===== config.mk =====
export PLATFORM = sky130hd
export DESIGN_NAME = resp_command_stream_parser
export DESIGN_NICKNAME = d
export VERILOG_FILES = /design/src/hdl/rcsp_pkg.sv /design/src/hdl/resp_command_stream_parser.sv
export SDC_FILE = /design/constraint.sdc
export NUM_CORES = 1
export LEC_CHECK = 0
export ABC_AREA = 0
export ABC_CLOCK_PERIOD_IN_PS = 4300
export BUFFER_PORTS_ARGS = -buffer_cell sky130_fd_sc_hd__buf_2
export CAP_MARGIN = 5
export CORE_MARGIN = 2
export CORE_UTILIZATION = 55
export CTS_CLUSTER_DIAMETER = 150
export DETAILED_ROUTE_END_ITERATION = 10
export GPL_TIMING_DRIVEN = 0
export PLACE_DENSITY = 0.76
export SYNTH_ARGS = -nofsm -noshare
export SYNTH_HDL_FRONTEND = slang
export SYNTH_SLANG_ARGS = --single-unit

===== constraint.sdc =====
create_clock -name clk -period 4.3 [get_ports clk]
set_input_delay 0.86 -clock clk [delete_from_list [all_inputs] [get_ports clk]]
set_output_delay 0.86 -clock clk [all_outputs]
set_load 0.05 [all_outputs]

===== src/hdl/rcsp_pkg.sv =====
// Shared definitions for the command stream parser: parser phases, error codes,
// register indexes, character codes and the fixed caps on count and length.
// No dependencies.
`timescale 1ns / 1ps

package rcsp_pkg;

  // fixed caps applied alongside the programmable limits; the smaller of the two counts
  localparam logic [31:0] ARGUMENT_CAP    = 32'd1024;
  localparam logic [31:0] BULK_LENGTH_CAP = 32'd16777216;

  // reset values of the limit registers
  localparam logic [10:0] ARGUMENT_LIMIT_RESET    = 11'd1024;
  localparam logic [24:0] BULK_LENGTH_LIMIT_RESET = 25'd16777216;

  // field widths
  localparam int unsigned ACC_W   = 25;
  localparam int unsigned COUNT_W = 11;
  localparam int unsigned INDEX_W = 10;
  localparam int unsigned CFG_INDEX_W = 8;

  // saturation value of the number accumulator
  localparam logic [ACC_W-1:0] ACC_MAX = '1;

  // configuration register indexes
  localparam logic [CFG_INDEX_W-1:0] REG_ARGUMENT_LIMIT    = 8'd0;
  localparam logic [CFG_INDEX_W-1:0] REG_BULK_LENGTH_LIMIT = 8'd1;

  // character codes
  localparam logic [7:0] CH_STAR   = 8'h2A;
  localparam logic [7:0] CH_DOLLAR = 8'h24;
  localparam logic [7:0] CH_MINUS  = 8'h2D;
  localparam logic [7:0] CH_CR     = 8'h0D;
  localparam logic [7:0] CH_LF     = 8'h0A;
  localparam logic [7:0] CH_ZERO   = 8'h30;
  localparam logic [7:0] CH_NINE   = 8'h39;

  typedef enum logic [3:0] {
    PH_STAR     = 4'd0,
    PH_COUNT    = 4'd1,
    PH_COUNT_LF = 4'd2,
    PH_DOLLAR   = 4'd3,
    PH_LEN      = 4'd4,
    PH_LEN_LF   = 4'd5,
    PH_DATA     = 4'd6,
    PH_DATA_CR  = 4'd7,
    PH_DATA_LF  = 4'd8,
    PH_ERROR    = 4'd9
  } phase_t;

  typedef enum logic [2:0] {
    ERR_NONE   = 3'd0,
    ERR_STAR   = 3'd1,
    ERR_COUNT  = 3'd2,
    ERR_DOLLAR = 3'd3,
    ERR_LENGTH = 3'd4,
    ERR_CRLF   = 3'd5
  } error_t;

endpackage


===== src/hdl/resp_command_stream_parser.sv =====
// Streaming parser for array-of-bulk-strings commands, one byte per request.
// Depends on rcsp_pkg for phases, error codes, character codes and caps.
// Single module: parser state, limit registers and one result register.
`timescale 1ns / 1ps

// The parser takes one stream byte per clock cycle and gives exactly one
// result per byte, in the cycle after the byte is accepted. The whole per-byte
// update (phase step, decimal accumulate by shift-and-add with saturation,
// limit compare, byte countdown) sits between the parser state registers and
// the result register, so a new byte is accepted in every cycle while the
// result side keeps up; when it stalls, the single result register holds and
// in_ready drops until that result is taken. Limit registers are written
// through the configuration channel, which is always ready; write them only
// while no result is pending. Once an error is latched every result repeats
// its code until a request with abort set returns the parser to its reset
// state.
module resp_command_stream_parser (
  input  logic                            clk,
  input  logic                            rst,
  // configuration channel
  input  logic                            cfg_valid,
  output logic                            cfg_ready,
  input  logic [rcsp_pkg::CFG_INDEX_W-1:0] cfg_index,
  input  logic [rcsp_pkg::ACC_W-1:0]       cfg_data,
  // byte request channel
  input  logic                            in_valid,
  output logic                            in_ready,
  input  logic [7:0]                      stream_byte,
  input  logic                            abort,
  // result channel
  output logic                            out_valid,
  input  logic                            out_ready,
  output logic                            data_valid,
  output logic [7:0]                      data_byte,
  output logic [rcsp_pkg::INDEX_W-1:0]     argument_index,
  output logic                            argument_done,
  output logic                            command_done,
  output logic [rcsp_pkg::COUNT_W-1:0]     argument_count,
  output logic [2:0]                      error_code
);

  localparam int unsigned MUL_W = rcsp_pkg::ACC_W + 4;

  // limit registers
  logic [rcsp_pkg::COUNT_W-1:0] argument_limit;
  logic [rcsp_pkg::ACC_W-1:0]   bulk_length_limit;

  // parser state
  rcsp_pkg::phase_t             phase, phase_next;
  logic [rcsp_pkg::ACC_W-1:0]   number_accumulator, number_accumulator_next;
  logic                         saw_minus, saw_minus_next;
  logic                         saw_digit, saw_digit_next;
  logic [rcsp_pkg::COUNT_W-1:0] declared_arguments, declared_arguments_next;
  logic [rcsp_pkg::COUNT_W-1:0] current_argument, current_argument_next;
  logic [rcsp_pkg::ACC_W-1:0]   bytes_remaining, bytes_remaining_next;
  rcsp_pkg::error_t             error_latch, error_latch_next;

  // result values for this byte
  logic                         res_dv, res_adone, res_cdone;
  logic [7:0]                   res_db;
  logic [rcsp_pkg::COUNT_W-1:0] res_idx, res_acount;

  logic                         accept;
  logic                         is_digit;
  logic [3:0]                   digit;
  logic [MUL_W-1:0]             acc_times_ten;
  logic [rcsp_pkg::ACC_W-1:0]   acc_sat;
  logic                         count_over, length_over, number_over;
  logic                         number_bad;
  logic [rcsp_pkg::COUNT_W-1:0] next_argument;
  logic [rcsp_pkg::ACC_W-1:0]   remaining_dec;

  assign cfg_ready = 1'b1;
  assign in_ready  = !out_valid || out_ready;
  assign accept    = in_valid && in_ready;

  // limit register writes
  always_ff @(posedge clk) begin
    if (rst) begin
      argument_limit    <= rcsp_pkg::ARGUMENT_LIMIT_RESET;
      bulk_length_limit <= rcsp_pkg::BULK_LENGTH_LIMIT_RESET;
    end else if (cfg_valid) begin
      if (cfg_index == rcsp_pkg::REG_ARGUMENT_LIMIT) begin
        argument_limit <= cfg_data[rcsp_pkg::COUNT_W-1:0];
      end else if (cfg_index == rcsp_pkg::REG_BULK_LENGTH_LIMIT) begin
        bulk_length_limit <= cfg_data;
      end
    end
  end

  // decimal accumulate: acc * 10 + digit, saturating
  assign is_digit = (stream_byte >= rcsp_pkg::CH_ZERO) && (stream_byte <= rcsp_pkg::CH_NINE);
  assign digit    = 4'(stream_byte - rcsp_pkg::CH_ZERO);
  assign acc_times_ten = {1'b0, number_accumulator, 3'b000}
                       + {3'b000, number_accumulator, 1'b0}
                       + {{(MUL_W-4){1'b0}}, digit};
  assign acc_sat = (acc_times_ten > {4'b0000, rcsp_pkg::ACC_MAX})
                 ? rcsp_pkg::ACC_MAX : acc_times_ten[rcsp_pkg::ACC_W-1:0];

  // limit checks against the smaller of register and cap
  assign count_over  = (number_accumulator > {14'b0, argument_limit})
                    || ({7'b0, number_accumulator} > rcsp_pkg::ARGUMENT_CAP);
  assign length_over = (number_accumulator > bulk_length_limit)
                    || ({7'b0, number_accumulator} > rcsp_pkg::BULK_LENGTH_CAP);
  assign number_over = (phase == rcsp_pkg::PH_COUNT) ? count_over : length_over;
  assign number_bad  = !saw_digit || (saw_minus && (number_accumulator != '0)) || number_over;

  assign next_argument = current_argument + {{(rcsp_pkg::COUNT_W-1){1'b0}}, 1'b1};
  assign remaining_dec = bytes_remaining - {{(rcsp_pkg::ACC_W-1){1'b0}}, 1'b1};

  // next state and result for one byte
  always_comb begin
    phase_next              = phase;
    number_accumulator_next = number_accumulator;
    saw_minus_next          = saw_minus;
    saw_digit_next          = saw_digit;
    declared_arguments_next = declared_arguments;
    current_argument_next   = current_argument;
    bytes_remaining_next    = bytes_remaining;
    error_latch_next        = error_latch;
    res_dv     = 1'b0;
    res_db     = 8'h00;
    res_idx    = current_argument;
    res_adone  = 1'b0;
    res_cdone  = 1'b0;
    res_acount = '0;

    if (abort) begin
      phase_next              = rcsp_pkg::PH_STAR;
      number_accumulator_next = '0;
      saw_minus_next          = 1'b0;
      saw_digit_next          = 1'b0;
      declared_arguments_next = '0;
      current_argument_next   = '0;
      bytes_remaining_next    = '0;
      error_latch_next        = rcsp_pkg::ERR_NONE;
      res_idx                 = '0;
    end else begin
      case (phase)
        rcsp_pkg::PH_STAR: begin
          if (stream_byte == rcsp_pkg::CH_STAR) begin
            number_accumulator_next = '0;
            saw_minus_next          = 1'b0;
            saw_digit_next          = 1'b0;
            phase_next              = rcsp_pkg::PH_COUNT;
          end else begin
            error_latch_next = rcsp_pkg::ERR_STAR;
            phase_next       = rcsp_pkg::PH_ERROR;
          end
        end
        rcsp_pkg::PH_COUNT, rcsp_pkg::PH_LEN: begin
          if (is_digit) begin
            number_accumulator_next = acc_sat;
            saw_digit_next          = 1'b1;
          end else if (stream_byte == rcsp_pkg::CH_MINUS && !saw_minus && !saw_digit) begin
            saw_minus_next = 1'b1;
          end else if (stream_byte == rcsp_pkg::CH_CR && !number_bad) begin
            phase_next = (phase == rcsp_pkg::PH_COUNT) ? rcsp_pkg::PH_COUNT_LF
                                                       : rcsp_pkg::PH_LEN_LF;
          end else begin
            error_latch_next = (phase == rcsp_pkg::PH_COUNT) ? rcsp_pkg::ERR_COUNT
                                                             : rcsp_pkg::ERR_LENGTH;
            phase_next       = rcsp_pkg::PH_ERROR;
          end
        end
        rcsp_pkg::PH_COUNT_LF: begin
          if (stream_byte != rcsp_pkg::CH_LF) begin
            error_latch_next = rcsp_pkg::ERR_COUNT;
            phase_next       = rcsp_pkg::PH_ERROR;
          end else begin
            declared_arguments_next = number_accumulator[rcsp_pkg::COUNT_W-1:0];
            current_argument_next   = '0;
            res_idx                 = '0;
            number_accumulator_next = '0;
            saw_minus_next          = 1'b0;
            saw_digit_next          = 1'b0;
            // an empty command completes right here
            if (number_accumulator[rcsp_pkg::COUNT_W-1:0] == '0) begin
              res_cdone  = 1'b1;
              phase_next = rcsp_pkg::PH_STAR;
            end else begin
              phase_next = rcsp_pkg::PH_DOLLAR;
            end
          end
        end
        rcsp_pkg::PH_DOLLAR: begin
          if (stream_byte == rcsp_pkg::CH_DOLLAR) begin
            number_accumulator_next = '0;
            saw_minus_next          = 1'b0;
            saw_digit_next          = 1'b0;
            phase_next              = rcsp_pkg::PH_LEN;
          end else begin
            error_latch_next = rcsp_pkg::ERR_DOLLAR;
            phase_next       = rcsp_pkg::PH_ERROR;
          end
        end
        rcsp_pkg::PH_LEN_LF: begin
          if (stream_byte != rcsp_pkg::CH_LF) begin
            error_latch_next = rcsp_pkg::ERR_LENGTH;
            phase_next       = rcsp_pkg::PH_ERROR;
          end else begin
            bytes_remaining_next    = number_accumulator;
            number_accumulator_next = '0;
            saw_minus_next          = 1'b0;
            saw_digit_next          = 1'b0;
            // zero length skips straight to the closing crlf
            phase_next = (number_accumulator != '0) ? rcsp_pkg::PH_DATA
                                                    : rcsp_pkg::PH_DATA_CR;
          end
        end
        rcsp_pkg::PH_DATA: begin
          res_dv               = 1'b1;
          res_db               = stream_byte;
          bytes_remaining_next = remaining_dec;
          if (remaining_dec == '0) begin
            phase_next = rcsp_pkg::PH_DATA_CR;
          end
        end
        rcsp_pkg::PH_DATA_CR: begin
          if (stream_byte == rcsp_pkg::CH_CR) begin
            phase_next = rcsp_pkg::PH_DATA_LF;
          end else begin
            error_latch_next = rcsp_pkg::ERR_CRLF;
            phase_next       = rcsp_pkg::PH_ERROR;
          end
        end
        rcsp_pkg::PH_DATA_LF: begin
          if (stream_byte != rcsp_pkg::CH_LF) begin
            error_latch_next = rcsp_pkg::ERR_CRLF;
            phase_next       = rcsp_pkg::PH_ERROR;
          end else begin
            res_adone = 1'b1;
            if (next_argument >= declared_arguments) begin
              res_cdone               = 1'b1;
              res_acount              = declared_arguments;
              current_argument_next   = '0;
              declared_arguments_next = '0;
              phase_next              = rcsp_pkg::PH_STAR;
            end else begin
              current_argument_next = next_argument;
              phase_next            = rcsp_pkg::PH_DOLLAR;
            end
          end
        end
        default: begin
          // error latched: byte ignored, code repeated
        end
      endcase
    end
  end

  // parser state update on each accepted byte
  always_ff @(posedge clk) begin
    if (rst) begin
      phase              <= rcsp_pkg::PH_STAR;
      number_accumulator <= '0;
      saw_minus          <= 1'b0;
      saw_digit          <= 1'b0;
      declared_arguments <= '0;
      current_argument   <= '0;
      bytes_remaining    <= '0;
      error_latch        <= rcsp_pkg::ERR_NONE;
    end else if (accept) begin
      phase              <= phase_next;
      number_accumulator <= number_accumulator_next;
      saw_minus          <= saw_minus_next;
      saw_digit          <= saw_digit_next;
      declared_arguments <= declared_arguments_next;
      current_argument   <= current_argument_next;
      bytes_remaining    <= bytes_remaining_next;
      error_latch        <= error_latch_next;
    end
  end

  // result register valid
  always_ff @(posedge clk) begin
    if (rst) begin
      out_valid <= 1'b0;
    end else if (accept) begin
      out_valid <= 1'b1;
    end else if (out_ready) begin
      out_valid <= 1'b0;
    end
  end

  // result register payload
  always_ff @(posedge clk) begin
    if (accept) begin
      data_valid     <= res_dv;
      data_byte      <= res_db;
      argument_index <= res_idx[rcsp_pkg::INDEX_W-1:0];
      argument_done  <= res_adone;
      command_done   <= res_cdone;
      argument_count <= res_acount;
      error_code     <= error_latch_next;
    end
  end

endmodule


==> impl_table.tex, run 1 <==
\begin{tabular}{lr}
\hline
Metric & Value \\
\hline
\multicolumn{2}{l}{\textbf{Routing}} \\
Highest metal layer used by the detailed router & met4 \\
Number of iterations in the first detailed-routing pass & 6 \\
Vias & around 9800 \\
Initial drt markers & between 1000 and 1500 \\
Post-route ant nets & 0 \\
Met1 routed wirelength after detailed routing & between 10 and 15 mm \\
Average wire per cell in the routed design & $\sim$19 um \\
Routed length on met3 & 2.61 mm \\
Mean number of vias per cell & between 6 and 7 \\
Met2 routed WL & 13.3 mm \\
Total wirelength of the detailed-routed design & about 30 mm \\
Number of design rule violations left after detail routing & 0 \\
\multicolumn{2}{l}{\textbf{Worst setup path}} \\
Worst flop-to-flop path endpoint & number\_accumulator[2]\$\_SDFFE\_PP0P\_ \\
Reg-to-Reg Start & number\_accumulator[2]\$\_SDFFE\_PP0P\_ \\
Worst Setup Path Type & in -> reg \\
Peak fanout along the critical path & 10 \\
Signal arrival time at the worst endpoint & around 4.5 ns \\
Slack of the worst reg-to-reg path & around 0.23 ns \\
Sort of element at the start of the critical path & input port \\
Required arrival time at the worst endpoint & about 4.6 ns \\
Startpoint of the most critical setup path & stream\_byte[3] \\
Kind of end point of the critical path & flip-flop \\
R2r worst-path depth & 14 \\
\multicolumn{2}{l}{\textbf{CTS}} \\
Worst-path clk slew & roughly 0.070 ns \\
Count of hold buffers inserted by post-cts repair & 0 \\
TritonCTS sink count & roughly 150 \\
Clock tree from TritonCTS & done \\
Library cell used as clock root buffer & sky130\_fd\_sc\_hd\_\_clkbuf\_16 \\
CTS HTree Levels & 4 \\
Number of buffers created by CTS & 17 \\
CTS Buffer Depth & 2 \\
Clock latency of the later-clocked register in the worst-skew pair & 0.44 ns \\
\multicolumn{2}{l}{\textbf{Synthesis}} \\
Unique masters post-synth & a little over 80 \\
Top cells by instance count after synthesis & 151 x sky130\_fd\_sc\_hd\_\_nor2\_1, 118 x sky130\_fd\_sc\_hd\_\_dfxtp\_1, 99 x sky130\_fd\_sc\_hd\_\_ha\_1 \\
Top-area cell type share of the netlist area & a little under a quarter \\
Cell taking the most area after synthesis & sky130\_fd\_sc\_hd\_\_dfxtp\_1 \\
Flip-flop and latch count after synthesis & about 150 \\
Most used flip-flop cell after synthesis & sky130\_fd\_sc\_hd\_\_dfxtp\_1 \\
Top-count cell post-synth & sky130\_fd\_sc\_hd\_\_nor2\_1 \\
Fraction of registers with async set or reset after synthesis & 0\% \\
Sequential element share of the synthesized area & around a third \\
Number of nets in the synthesized netlist & about 1400 \\
Synth Area per Inst & roughly 8.4 um2 \\
Mapped Cells & between 1000 and 1500 \\
Number of enable-type register cells in the synthesized netlist & 35 \\
Count of warnings emitted by yosys & 0 \\
Netlist Area Pre-Place & slightly above 10000 um2 \\
Biggest area contributors in the synthesized netlist & sky130\_fd\_sc\_hd\_\_dfxtp\_1 23\%, sky130\_fd\_sc\_hd\_\_ha\_1 12\%, sky130\_fd\_sc\_hd\_\_edfxtp\_1 10\% \\
\multicolumn{2}{l}{\textbf{Place}} \\
Placed cells & roughly 1500 \\
GP Congestion & just under 1 \\
IO Port Bufs & slightly above 80 \\
HPWL after detailed placement & 21.8 mm \\
Post-place setup slack & -0.559 ns \\
\multicolumn{2}{l}{\textbf{Worst hold path}} \\
Hold path depth & 1 \\
Hold/Removal Path Class & reg -> reg \\
Start point of the worst min-delay path & bulk\_length\_limit[24]\$\_SDFFE\_PP1P\_ \\
WHS Endpoint & bulk\_length\_limit[24]\$\_SDFFE\_PP1P\_ \\
\multicolumn{2}{l}{\textbf{Power and ir drop}} \\
Power Total & between 3 and 4 mW \\
Power per Cell Area & 285 nW/um2 \\
Worst ir drop on vdd & 0.295 mV \\
Standby leakage power & between 5 and 6 nW \\
\multicolumn{2}{l}{\textbf{Timing}} \\
Final setup vio count & 0 \\
FMAX & between 200 and 250 MHz \\
Final hold violations & 0 \\
Transition time of the tightest slew-check pin & between 1 and 1.5 ns \\
Final total negative setup slack & 0 ns \\
Clock skew after layout & a little under 0.009 ns \\
Max-slew violation total from the final report & 0 \\
Minimum clock period after layout & between 4 and 5 ns \\
Worst-case headroom to the max-slew limit & 26.2\% \\
Post-layout worst setup margin & approximately 0.15 ns \\
Post-route fraction of the period consumed by the critical path & 96.5\% \\
\multicolumn{2}{l}{\textbf{GRT}} \\
Total global-route track usage & a little over 30\% \\
Pin count of the biggest net entering global routing & 43 \\
Via count of the first global-routing pass & 9244 \\
Number of antenna violations at the first check in global routing & 1 \\
Wire length of the first global-routing pass & between 40 and 50 mm \\
GRT overflow & 0 \\
\multicolumn{2}{l}{\textbf{Layout}} \\
Number of filler instances in the final layout & about 1600 \\
Final Core Density & between 60\% and 70\% \\
Post-layout nets & roughly 1500 \\
Share of layout cells above drive strength 1 & about an eighth \\
Syn-to-layout area delta & 13.3\% \\
Final Non-Filler Cells & $\sim$1600 \\
Antenna diode count & 0 \\
\multicolumn{2}{l}{\textbf{Floorplanning}} \\
Overall die area & about 20000 um2 \\
Core box area & around 19000 um2 \\
Starting Density & 55.6\% \\
Die height & between 100 and 150 um \\
Number of core rows & 50 \\
Number of primary I/O pins & 85 \\
Die boundary width & between 100 and 150 um \\
\multicolumn{2}{l}{\textbf{Flow run}} \\
Max-capacitance violation count & 0 \\
\multicolumn{2}{l}{\textbf{Status}} \\
Run status & finished, final reports clean \\
\hline
\end{tabular}
==> layout by cell type (no fill, tap or decap), types with 5 or more instances in the layout <==
master	count
sky130_fd_sc_hd__nor2_1	151
sky130_fd_sc_hd__dfxtp_1	116
sky130_fd_sc_hd__ha_1	99
sky130_fd_sc_hd__buf_2	88
sky130_fd_sc_hd__nand2_1	87
sky130_fd_sc_hd__a21oi_1	84
sky130_fd_sc_hd__o21ai_0	72
sky130_fd_sc_hd__inv_1	70
sky130_fd_sc_hd__clkbuf_1	46
sky130_fd_sc_hd__mux2i_1	35
sky130_fd_sc_hd__edfxtp_1	35
sky130_fd_sc_hd__nand3_1	29
sky130_fd_sc_hd__nor3_1	26
sky130_fd_sc_hd__and2_1	23
sky130_fd_sc_hd__xnor2_1	23
sky130_fd_sc_hd__a221o_1	23
sky130_fd_sc_hd__a22oi_1	19
sky130_fd_sc_hd__nor4_1	18
sky130_fd_sc_hd__and3_1	18
sky130_fd_sc_hd__clkbuf_16	17
sky130_fd_sc_hd__a21o_1	14
sky130_fd_sc_hd__nand2b_1	14
sky130_fd_sc_hd__xor2_1	14
sky130_fd_sc_hd__nand4_1	13
sky130_fd_sc_hd__a31oi_1	12
sky130_fd_sc_hd__nand3b_1	10
sky130_fd_sc_hd__a211oi_1	9
sky130_fd_sc_hd__o31ai_1	8
sky130_fd_sc_hd__a22o_1	8
sky130_fd_sc_hd__o21a_1	8
sky130_fd_sc_hd__o211ai_1	7
sky130_fd_sc_hd__and4_1	7
sky130_fd_sc_hd__o21bai_1	7
sky130_fd_sc_hd__or3_1	7
sky130_fd_sc_hd__nor3b_1	6
sky130_fd_sc_hd__o311ai_0	6
sky130_fd_sc_hd__or2_2	5
sky130_fd_sc_hd__inv_6	5
==> layer usage <==
layer | up-vias | global-route usage (%)
li1 | 4696 | -
met1 | 4593 | 41.5
met2 | 450 | 47.4
met3 | 83 | 5.54
met4 | 0 | 12.7
met5 | - | 0
==> final cells by class <==
class / count / area, um2 / share of cell area (%)
Buffer: 59 / 264 / 2.26
Inverter: 71 / 268 / 2.29
Tap cell: 234 / 293 / 2.50
Sequential cell: 153 / 3420 / 29.2
Timing Repair Buffer: 85 / 435 / 3.72
Clock inverter: 15 / 178 / 1.52
Clock buffer: 17 / 425 / 3.64
Multi-Input combinational cell: 940 / 6420 / 54.9
==> how the worst max path moves through the flow <==
stage                                          endpoint  depth (start not counted)
floorplan           number_accumulator[22]$_SDFFE_PP0P_                         14
global placement    number_accumulator[18]$_SDFFE_PP0P_                         15
detailed placement   number_accumulator[2]$_SDFFE_PP0P_                         15
CTS                  number_accumulator[2]$_SDFFE_PP0P_                         14
global route         number_accumulator[1]$_SDFFE_PP0P_                         12
finish               number_accumulator[2]$_SDFFE_PP0P_                         15
==> worst max-delay path, stage by stage <==
cell	delay, ns
sky130_fd_sc_hd__clkbuf_4	0.16
sky130_fd_sc_hd__inv_1	0.09
sky130_fd_sc_hd__fa_1	0.53
sky130_fd_sc_hd__inv_1	0.07
sky130_fd_sc_hd__fa_2	0.41
sky130_fd_sc_hd__a21o_1	0.18
sky130_fd_sc_hd__a221o_2	0.43
sky130_fd_sc_hd__a221oi_4	0.34
sky130_fd_sc_hd__o21a_1	0.22
sky130_fd_sc_hd__o21bai_1	0.12
sky130_fd_sc_hd__and2_4	0.20
sky130_fd_sc_hd__nor4b_4	0.30
sky130_fd_sc_hd__o32ai_4	0.13
sky130_fd_sc_hd__buf_6	0.17
sky130_fd_sc_hd__a221o_1	0.27
==> registers in the layout (all words and copies together), names as in the netlist, 3 cells and up <==
name                count
data_byte               8
error_latch             3
declared_arguments     11
number_accumulator     25
current_argument       11
bulk_length_limit      25
argument_count         11
bytes_remaining        25
error_code              3
argument_index         10
phase                   4
argument_limit         11
==> kinds of logic (layout without fill, tap and decap cells) <==
logic type / after synthesis / after routing / share of synthesized area [%]
simple gates: 442 / 442 / 21.7
compound gates: 324 / 324 / 21.2
flops: 153 / 153 / 33.1
buf+inv: 130 / 247 / 5.14
fa+ha+maj: 101 / 101 / 12.4
xor+xnor: 37 / 37 / 3.14
mux: 35 / 35 / 3.39
other cells: 1 / 1 / 0.0363
==> power by group <==
group	switching [mW]	internal, mW
logic	0.197	0.0666
registers	0.00928	1.49
clock network	0.692	0.879
==> stage by stage <==
step,cell area [um2],hold WS (ns)
floorplan,10300,0.435
global placement,11000,0.447
detailed placement,11000,0.455
CTS,11700,0.470
global route,11700,0.504
finish,11700,0.465
==> timing repair <==
item | CTS | global route
resized for setup | 3 | 7
setup buffers | 0 | 3
pin swaps | 0 | 6
setup endpoints to repair | 20 | 24
Note: power is estimated with default switching activity, not from simulation.
==> run 2, diff against run 1 <==
==> constraint.sdc (replaced) <==
create_clock -name clk -period 4.3 [get_ports clk]
set_input_delay 0.86 -clock clk [delete_from_list [all_inputs] [get_ports clk]]
set_output_delay 0.86 -clock clk [all_outputs]
set_load 0.01 [all_outputs]
==> run 2 against run 1 <==
  * Final area is 0.12% higher
  * Die area stayed put
  * Wire length is 0.83% lower
  * Via count is 0.76% higher
  * Non-clock buffer count is 2 higher
  * Clock skew is 0.0012 ns higher
  * Clock-buffer cell count stayed put
  * Sequential share of layout area hardly changed
  * Fmax is 0.78% lower
  * Clock power hardly changed
  * First-iteration DRC count is 2.2% higher
  * Cell count is 0.13% higher
  * Critical endpoint is now number_accumulator[15]$_SDFFE_PP0P_
  * Largest cell class unchanged
==> impl_table.tex, run 2 (synthesized netlist as in run 1, its figures left out) <==
\begin{tabular}{lr}
\hline
Metric & Value \\
\hline
\multicolumn{2}{l}{\textbf{Status}} \\
Run status & finished, final reports clean \\
\multicolumn{2}{l}{\textbf{GRT}} \\
Number of antenna violations at the first check in global routing & 1 (unchanged) \\
Pin count of the biggest net entering global routing & 31 (-28\%) \\
Via count of the first global-routing pass & 8939 (-3.3\%) \\
Total global-route track usage & 29.7\% (-0.65 points) \\
GRT overflow & 0 (unchanged) \\
Wire length of the first global-routing pass & 46.7 mm (-2.2\%) \\
\multicolumn{2}{l}{\textbf{Place}} \\
GP Congestion & 0.993 (+0.41\%) \\
HPWL after detailed placement & 21.7 mm (-0.24\%) \\
Post-place setup slack & -0.514 ns (+0.0455 ns) \\
IO Port Bufs & 82 (unchanged) \\
Placed cell areas & 11000 um2 (+0.17\%) \\
\multicolumn{2}{l}{\textbf{Floorplanning}} \\
Starting Density & 55.6\% (unchanged) \\
Number of core rows & 50 (unchanged) \\
Core box area & 18600 um2 (unchanged) \\
Overall die area & 19900 um2 (unchanged) \\
Number of primary I/O pins & 85 (unchanged) \\
Die boundary width & 141 um (unchanged) \\
Die height & 141 um (unchanged) \\
\multicolumn{2}{l}{\textbf{Timing}} \\
Minimum clock period after layout & 4.18 ns (+0.0325 ns) \\
Unrepaired setup endpoints after global routing & no \\
Final total negative setup slack & 0 ns (unchanged) \\
Final setup vio count & 0 (unchanged) \\
Post-layout worst setup margin & 0.116 ns (-0.0325 ns) \\
Clock skew after layout & 0.00998 ns (+0.00119 ns) \\
Worst hold slack across all endpoints & 0.466 ns (+0.000982 ns) \\
FMAX & 239 MHz (-0.78\%) \\
Worst-case headroom to the max-slew limit & 23.9\% (-2.2 points) \\
Max-slew violation total from the final report & 0 (unchanged) \\
Transition time of the tightest slew-check pin & 1.13 ns (+0.0389 ns) \\
Post-route fraction of the period consumed by the critical path & 97.3\% (+0.76 points) \\
Final hold violations & 0 (unchanged) \\
\multicolumn{2}{l}{\textbf{CTS}} \\
CTS Buffer Depth & 2 (unchanged) \\
TritonCTS sink count & 153 (unchanged) \\
Worst-path clk slew & 0.07 ns (about the same) \\
Clock latency of the later-clocked register in the worst-skew pair & 0.44 ns (about the same) \\
CTS HTree Levels & 4 (unchanged) \\
Library cell used as clock root buffer & sky130\_fd\_sc\_hd\_\_clkbuf\_16 \\
Number of buffers created by CTS & 17 (unchanged) \\
Clock tree from TritonCTS & done \\
\multicolumn{2}{l}{\textbf{Worst setup path}} \\
Signal arrival time at the worst endpoint & 4.50 ns (+0.02 ns) \\
Cell with the biggest individual delay on the critical path & sky130\_fd\_sc\_hd\_\_fa\_1 \\
Worst flop-to-flop path endpoint & number\_accumulator[15]\$\_SDFFE\_PP0P\_ \\
Required arrival time at the worst endpoint & 4.62 ns (about the same) \\
Slack of the worst reg-to-reg path & 0.21 ns (-0.02 ns) \\
Peak fanout along the critical path & 10 (unchanged) \\
Most frequent CP cell & sky130\_fd\_sc\_hd\_\_inv\_1 \\
Worst path max stage delay & 0.54 ns (about the same) \\
Crit-path cells & buf\_2, inv\_1, fa\_1, inv\_1, fa\_2, a21o\_1, a221o\_2, a221oi\_4, o21a\_1, o21bai\_1, and2\_4, nor4b\_4, o32ai\_4, buf\_6, a221o\_1 \\
Reg-to-Reg Start & number\_accumulator[2]\$\_SDFFE\_PP0P\_ \\
Worst Setup Path Type & in -> reg \\
Kind of end point of the critical path & flip-flop \\
R2r worst-path depth & 14 (unchanged) \\
Sort of element at the start of the critical path & input port \\
\multicolumn{2}{l}{\textbf{Routing}} \\
Number of design rule violations left after detail routing & 0 (unchanged) \\
Routed length on met3 & 2.35 mm (-9.8\%) \\
Mean number of vias per cell & 6.28 (+0.64\%) \\
Met1 routed wirelength after detailed routing & 13.2 mm (+1.0\%) \\
Highest metal layer used by the detailed router & met4 \\
Post-route ant nets & 0 (unchanged) \\
Average wire per cell in the routed design & 18.9 um (-0.95\%) \\
Vias & 9897 (+0.76\%) \\
Met2 routed WL & 13.4 mm (+0.79\%) \\
Initial drt markers & 1161 (+2.2\%) \\
Total wirelength of the detailed-routed design & 29.8 mm (-0.83\%) \\
Number of iterations in the first detailed-routing pass & 6 (unchanged) \\
\multicolumn{2}{l}{\textbf{Worst hold path}} \\
WHS Endpoint & bulk\_length\_limit[24]\$\_SDFFE\_PP1P\_ \\
Start point of the worst min-delay path & bulk\_length\_limit[24]\$\_SDFFE\_PP1P\_ \\
Hold path depth & 1 (unchanged) \\
Hold/Removal Path Class & reg -> reg \\
\multicolumn{2}{l}{\textbf{Layout}} \\
Registers with the highest flip-flop counts & bulk\_length\_limit: 25 flops, bytes\_remaining: 25 flops, number\_accumulator: 25 flops \\
Syn-to-layout area delta & 13.4\% \\
Share of layout cells above drive strength 1 & 11.8\% (-0.018 points) \\
Antenna diode count & 0 (unchanged) \\
Final non-filler cell area & 11700 um2 (+0.12\%) \\
Final Core Density & 63.0\% (+0.074 points) \\
Highest-count cells in the layout ignoring fill and taps & 151 x sky130\_fd\_sc\_hd\_\_nor2\_1, 116 x sky130\_fd\_sc\_hd\_\_dfxtp\_1, 99 x sky130\_fd\_sc\_hd\_\_ha\_1 \\
Leading cell type in the layout, fill and taps excluded & sky130\_fd\_sc\_hd\_\_nor2\_1 \\
Post-layout nets & 1477 (+0.14\%) \\
\multicolumn{2}{l}{\textbf{Power and ir drop}} \\
Worst ir drop on vdd & 0.283 mV (-3.8\%) \\
Standby leakage power & 5.14 nW (+0.19\%) \\
Power per Cell Area & 278 nW/um2 (-2.6\%) \\
\multicolumn{2}{l}{\textbf{Flow run}} \\
Max-capacitance violation count & 0 (unchanged) \\
\hline
\end{tabular}
## run 2: metal layers
layer | up-vias | GRT usage (%)
met5 | - | 0
met3 | 68 | 5.40
met4 | 0 | 10.4
met2 | 456 | 46.8
met1 | 4668 | 41.1
li1 | 4705 | -
## run 2: worst max-delay path by stage
stage / to / slack (ns) / start
2_1_floorplan: number_accumulator[22]$_SDFFE_PP0P_ / 0.12 / stream_byte[3]
3_3_place_gp: number_accumulator[18]$_SDFFE_PP0P_ / -1.04 / out_ready
3_5_place_dp: number_accumulator[14]$_SDFFE_PP0P_ / -0.51 / stream_byte[3]
4_1_cts: number_accumulator[15]$_SDFFE_PP0P_ / 0.01 / stream_byte[3]
5_1_grt: number_accumulator[21]$_SDFFE_PP0P_ / 0.006 / out_ready
6_report: number_accumulator[15]$_SDFFE_PP0P_ / 0.12 / stream_byte[3]
## run 2: repair_timing
action,4_1_cts,5_1_grt
setup endpoints to repair,23,24
buffers inserted,0,4
hold buffers,0,0
pin swaps,0,6
resized for setup,4,5
## run 2: cell type report
cell class	count	area, um2
clock inverters	15	173
clock buffers	17	425
fillers	1621	6870
repair buffers	87	460
flip-flops and latches	153	3420
inverters	71	267
multi-input cells	940	6410
well taps	234	293
plain buffers	59	264
## run 2: power breakdown
group	total, mW	switching [mW]	internal (mW)
clock network	1.54	0.710	0.833
registers	1.50	0.00930	1.49
logic	0.212	0.144	0.0682
## run 2: metrics by stage
stage | total power, mW | std cells
6_report | 3.25 | 1576
5_1_grt | 3.34 | 1576
4_1_cts | 3.26 | 1572
3_5_place_dp | 1.74 | 1540
3_3_place_gp | 1.74 | 1539
2_1_floorplan | 1.65 | 1223
## run 2: worst max-delay path, delay by kind of cell
family	cells	cell delay, ns
buf+inv	4	0.49
fa+ha+maj	2	0.94
simple gates	2	0.50
compound gates	7	1.69
==> run 3, diff against run 2 <==
Settings changed: BUFFER_PORTS_ARGS -buffer_cell sky130_fd_sc_hd__buf_2 to not set, CORE_UTILIZATION 55 to 59, DONT_BUFFER_PORTS set to 1, PLACE_DENSITY 0.76 to 0.77.
==> run 3 against run 2 <==
  * Non-clock buffer count decreased by 85
  * Final area fell by 3.3%
  * Worst setup slack improved by 0.067 ns
  * Critical path depth is 2 lower
==> impl_table.tex, run 3 (synthesized netlist as in run 1, its figures left out) <==
\begin{tabular}{lr}
\hline
Metric & Value \\
\hline
\multicolumn{2}{l}{\textbf{Place}} \\
HPWL after detailed placement & 21.2 mm (-2.4\%) \\
Post-place setup slack & -0.284 ns (+0.230 ns) \\
GP Congestion & 0.987 (-0.57\%) \\
IO Port Bufs & 0 (-100\%) \\
\multicolumn{2}{l}{\textbf{CTS}} \\
Library cell used as clock root buffer & sky130\_fd\_sc\_hd\_\_clkbuf\_16 \\
Clock tree from TritonCTS & done \\
Number of buffers created by CTS & 17 (unchanged) \\
CTS Buffer Depth & 2 (unchanged) \\
CTS HTree Levels & 4 (unchanged) \\
Count of hold buffers inserted by post-cts repair & 0 (unchanged) \\
TritonCTS sink count & 153 (unchanged) \\
Postcts setup bufs & 0 (unchanged) \\
Worst-path clk slew & 0.07 ns (about the same) \\
Clock latency of the later-clocked register in the worst-skew pair & 0.44 ns (about the same) \\
\multicolumn{2}{l}{\textbf{Floorplanning}} \\
Number of core rows & 48 (-4.0\%) \\
Starting Density & 60.1\% (+4.5 points) \\
Core box area & 17200 um2 (-7.6\%) \\
Die height & 136 um (-3.4\%) \\
Die boundary width & 136 um (-3.4\%) \\
Number of primary I/O pins & 85 (unchanged) \\
Overall die area & 18600 um2 (-6.6\%) \\
\multicolumn{2}{l}{\textbf{Layout}} \\
Number of filler instances in the final layout & 1460 (-9.9\%) \\
Registers with the highest flip-flop counts & bulk\_length\_limit: 25 flops, bytes\_remaining: 25 flops, number\_accumulator: 25 flops \\
Post-layout nets & 1392 (-5.8\%) \\
Syn-to-layout area delta & 9.63\% \\
Share of layout cells above drive strength 1 & 5.57\% (-6.3 points) \\
Leading cell type in the layout, fill and taps excluded & sky130\_fd\_sc\_hd\_\_nor2\_1 \\
Highest-count cells in the layout ignoring fill and taps & 151 x sky130\_fd\_sc\_hd\_\_nor2\_1, 116 x sky130\_fd\_sc\_hd\_\_dfxtp\_1, 99 x sky130\_fd\_sc\_hd\_\_ha\_1 \\
Final Core Density & 65.9\% (+2.9 points) \\
\multicolumn{2}{l}{\textbf{Timing}} \\
Final hold violations & 0 (unchanged) \\
Final setup vio count & 0 (unchanged) \\
Clock skew after layout & 0.0101 ns (+0.000117 ns) \\
Worst-case headroom to the max-slew limit & 19.3\% (-4.6 points) \\
Post-layout worst setup margin & 0.184 ns (+0.0675 ns) \\
Post-route fraction of the period consumed by the critical path & 95.7\% (-1.6 points) \\
Worst hold slack across all endpoints & 0.479 ns (+0.0126 ns) \\
FMAX & 243 MHz (+1.6\%) \\
Minimum clock period after layout & 4.12 ns (-0.0675 ns) \\
Unrepaired setup endpoints after global routing & no \\
Max-slew violation total from the final report & 0 (unchanged) \\
Transition time of the tightest slew-check pin & 1.20 ns (+0.0679 ns) \\
\multicolumn{2}{l}{\textbf{Worst setup path}} \\
Cell with the biggest individual delay on the critical path & sky130\_fd\_sc\_hd\_\_nor3\_1 \\
Peak fanout along the critical path & 10 (unchanged) \\
Worst path max stage delay & 0.99 ns (+0.45 ns) \\
Most frequent CP cell & sky130\_fd\_sc\_hd\_\_and3\_1 \\
Crit-path cells & ha\_1, and3\_1, and3\_1, and3\_1, nand3\_1, xnor2\_1, ha\_1, o21ai\_0, a21oi\_1, o22a\_1, nor3\_1, nand3b\_1, a21oi\_1 \\
Signal arrival time at the worst endpoint & 4.47 ns (-0.03 ns) \\
Worst Setup Path Type & reg -> reg \\
Required arrival time at the worst endpoint & 4.66 ns (+0.04 ns) \\
Kind of end point of the critical path & flip-flop \\
Sort of element at the start of the critical path & flip-flop \\
\multicolumn{2}{l}{\textbf{GRT}} \\
Pin count of the biggest net entering global routing & 24 (-23\%) \\
Total global-route track usage & 31.6\% (+1.9 points) \\
GRT overflow & 0 (unchanged) \\
Number of antenna violations at the first check in global routing & 0 (-1) \\
Wire length of the first global-routing pass & 46.1 mm (-1.3\%) \\
Via count of the first global-routing pass & 8935 (-0.045\%) \\
\multicolumn{2}{l}{\textbf{Routing}} \\
Initial drt markers & 1087 (-6.4\%) \\
Mean number of vias per cell & 6.43 (+2.4\%) \\
Number of design rule violations left after detail routing & 0 (unchanged) \\
Number of iterations in the first detailed-routing pass & 6 (unchanged) \\
Post-route ant nets & 0 (unchanged) \\
Average wire per cell in the routed design & 19.4 um (+2.5\%) \\
Total wirelength of the detailed-routed design & 28.7 mm (-3.5\%) \\
Vias & 9540 (-3.6\%) \\
\multicolumn{2}{l}{\textbf{Worst hold path}} \\
Hold/Removal Path Class & reg -> reg \\
\multicolumn{2}{l}{\textbf{Power and ir drop}} \\
Standby leakage power & 4.81 nW (-6.4\%) \\
Power per Cell Area & 291 nW/um2 (+4.9\%) \\
Worst ir drop on vdd & 0.290 mV (+2.2\%) \\
\multicolumn{2}{l}{\textbf{Flow run}} \\
Max-capacitance violation count & 0 (unchanged) \\
\multicolumn{2}{l}{\textbf{Status}} \\
Run status & finished, final reports clean \\
\hline
\end{tabular}
run 3: layout make-up:
cell class	instances	area (um2)	area share, %
clock buffers	18	429	3.79
clock inverters	14	203	1.79
diodes	1	2.50	0.0221
inverters	71	267	2.35
flip-flops and latches	153	3420	30.2
well taps	225	282	2.49
multi-input cells	940	6410	56.6
plain buffers	59	264	2.33
repair buffers	2	47.5	0.420
run 3: routing by layer:
metal  part of all wire, %  wire length (um)  track usage [%]  vias up
li1                      -                 -                -     4534
met1                    45             13000             43.5     4504
met2                    44             12700             48.9      427
met3                   7.1              2050             5.29       75
met4                   3.5              1010             13.4        0
met5                     0                 0                0        -
run 3: critical path: cells and delay by family (launching register included):
| kind | cells | cell delay, ns |
|---|---|---|
| adder cells (fa/ha/maj) | 2 | 0.58 |
| AO/OA/AOI/OAI | 4 | 0.63 |
| AND/OR/NAND/NOR | 6 | 2.06 |
| flip-flops | 1 | 0.49 |
| XOR/XNOR | 1 | 0.25 |
run 3: worst paths after layout:
path	start	to	slack (ns)	cells after the start
worst max register to register	current_argument[0]$_SDFFE_PP0P_	current_argument[8]$_SDFFE_PP0P_	0.18	13
worst min-delay path	bytes_remaining[15]$_SDFFE_PP0P_	bytes_remaining[15]$_SDFFE_PP0P_	0.48	2
worst max-delay path	current_argument[0]$_SDFFE_PP0P_	current_argument[8]$_SDFFE_PP0P_	0.18	13
worst min register to register	bytes_remaining[15]$_SDFFE_PP0P_	bytes_remaining[15]$_SDFFE_PP0P_	0.48	2
run 3: power by group:
| group | total (mW) | switching (mW) | internal, mW |
|---|---|---|---|
| Sequential | 1.51 | 0.0200 | 1.49 |
| Clock | 1.62 | 0.682 | 0.941 |
| Combinational | 0.163 | 0.116 | 0.0470 |
run 3: through the flow:
step           cell area, um2  power (mW)  TNS, ns  instances
3_5_place_dp            10700        1.70    -5.63       1450
2_1_floorplan           10300        1.65        0       1223
4_1_cts                 11300        3.29        0       1482
6_report                11300        3.30        0       1483
5_1_grt                 11300        3.37        0       1482
3_3_place_gp            10600        1.70   -16.72       1448
run 3: repair_timing:
| action | in CTS | in global routing |
|---|---|---|
| endpoints found under the hold margin | 0 | 0 |
| pin swaps | 0 | 1 |
| resized for setup | 2 | 4 |
| endpoints found under the setup margin | 20 | 21 |
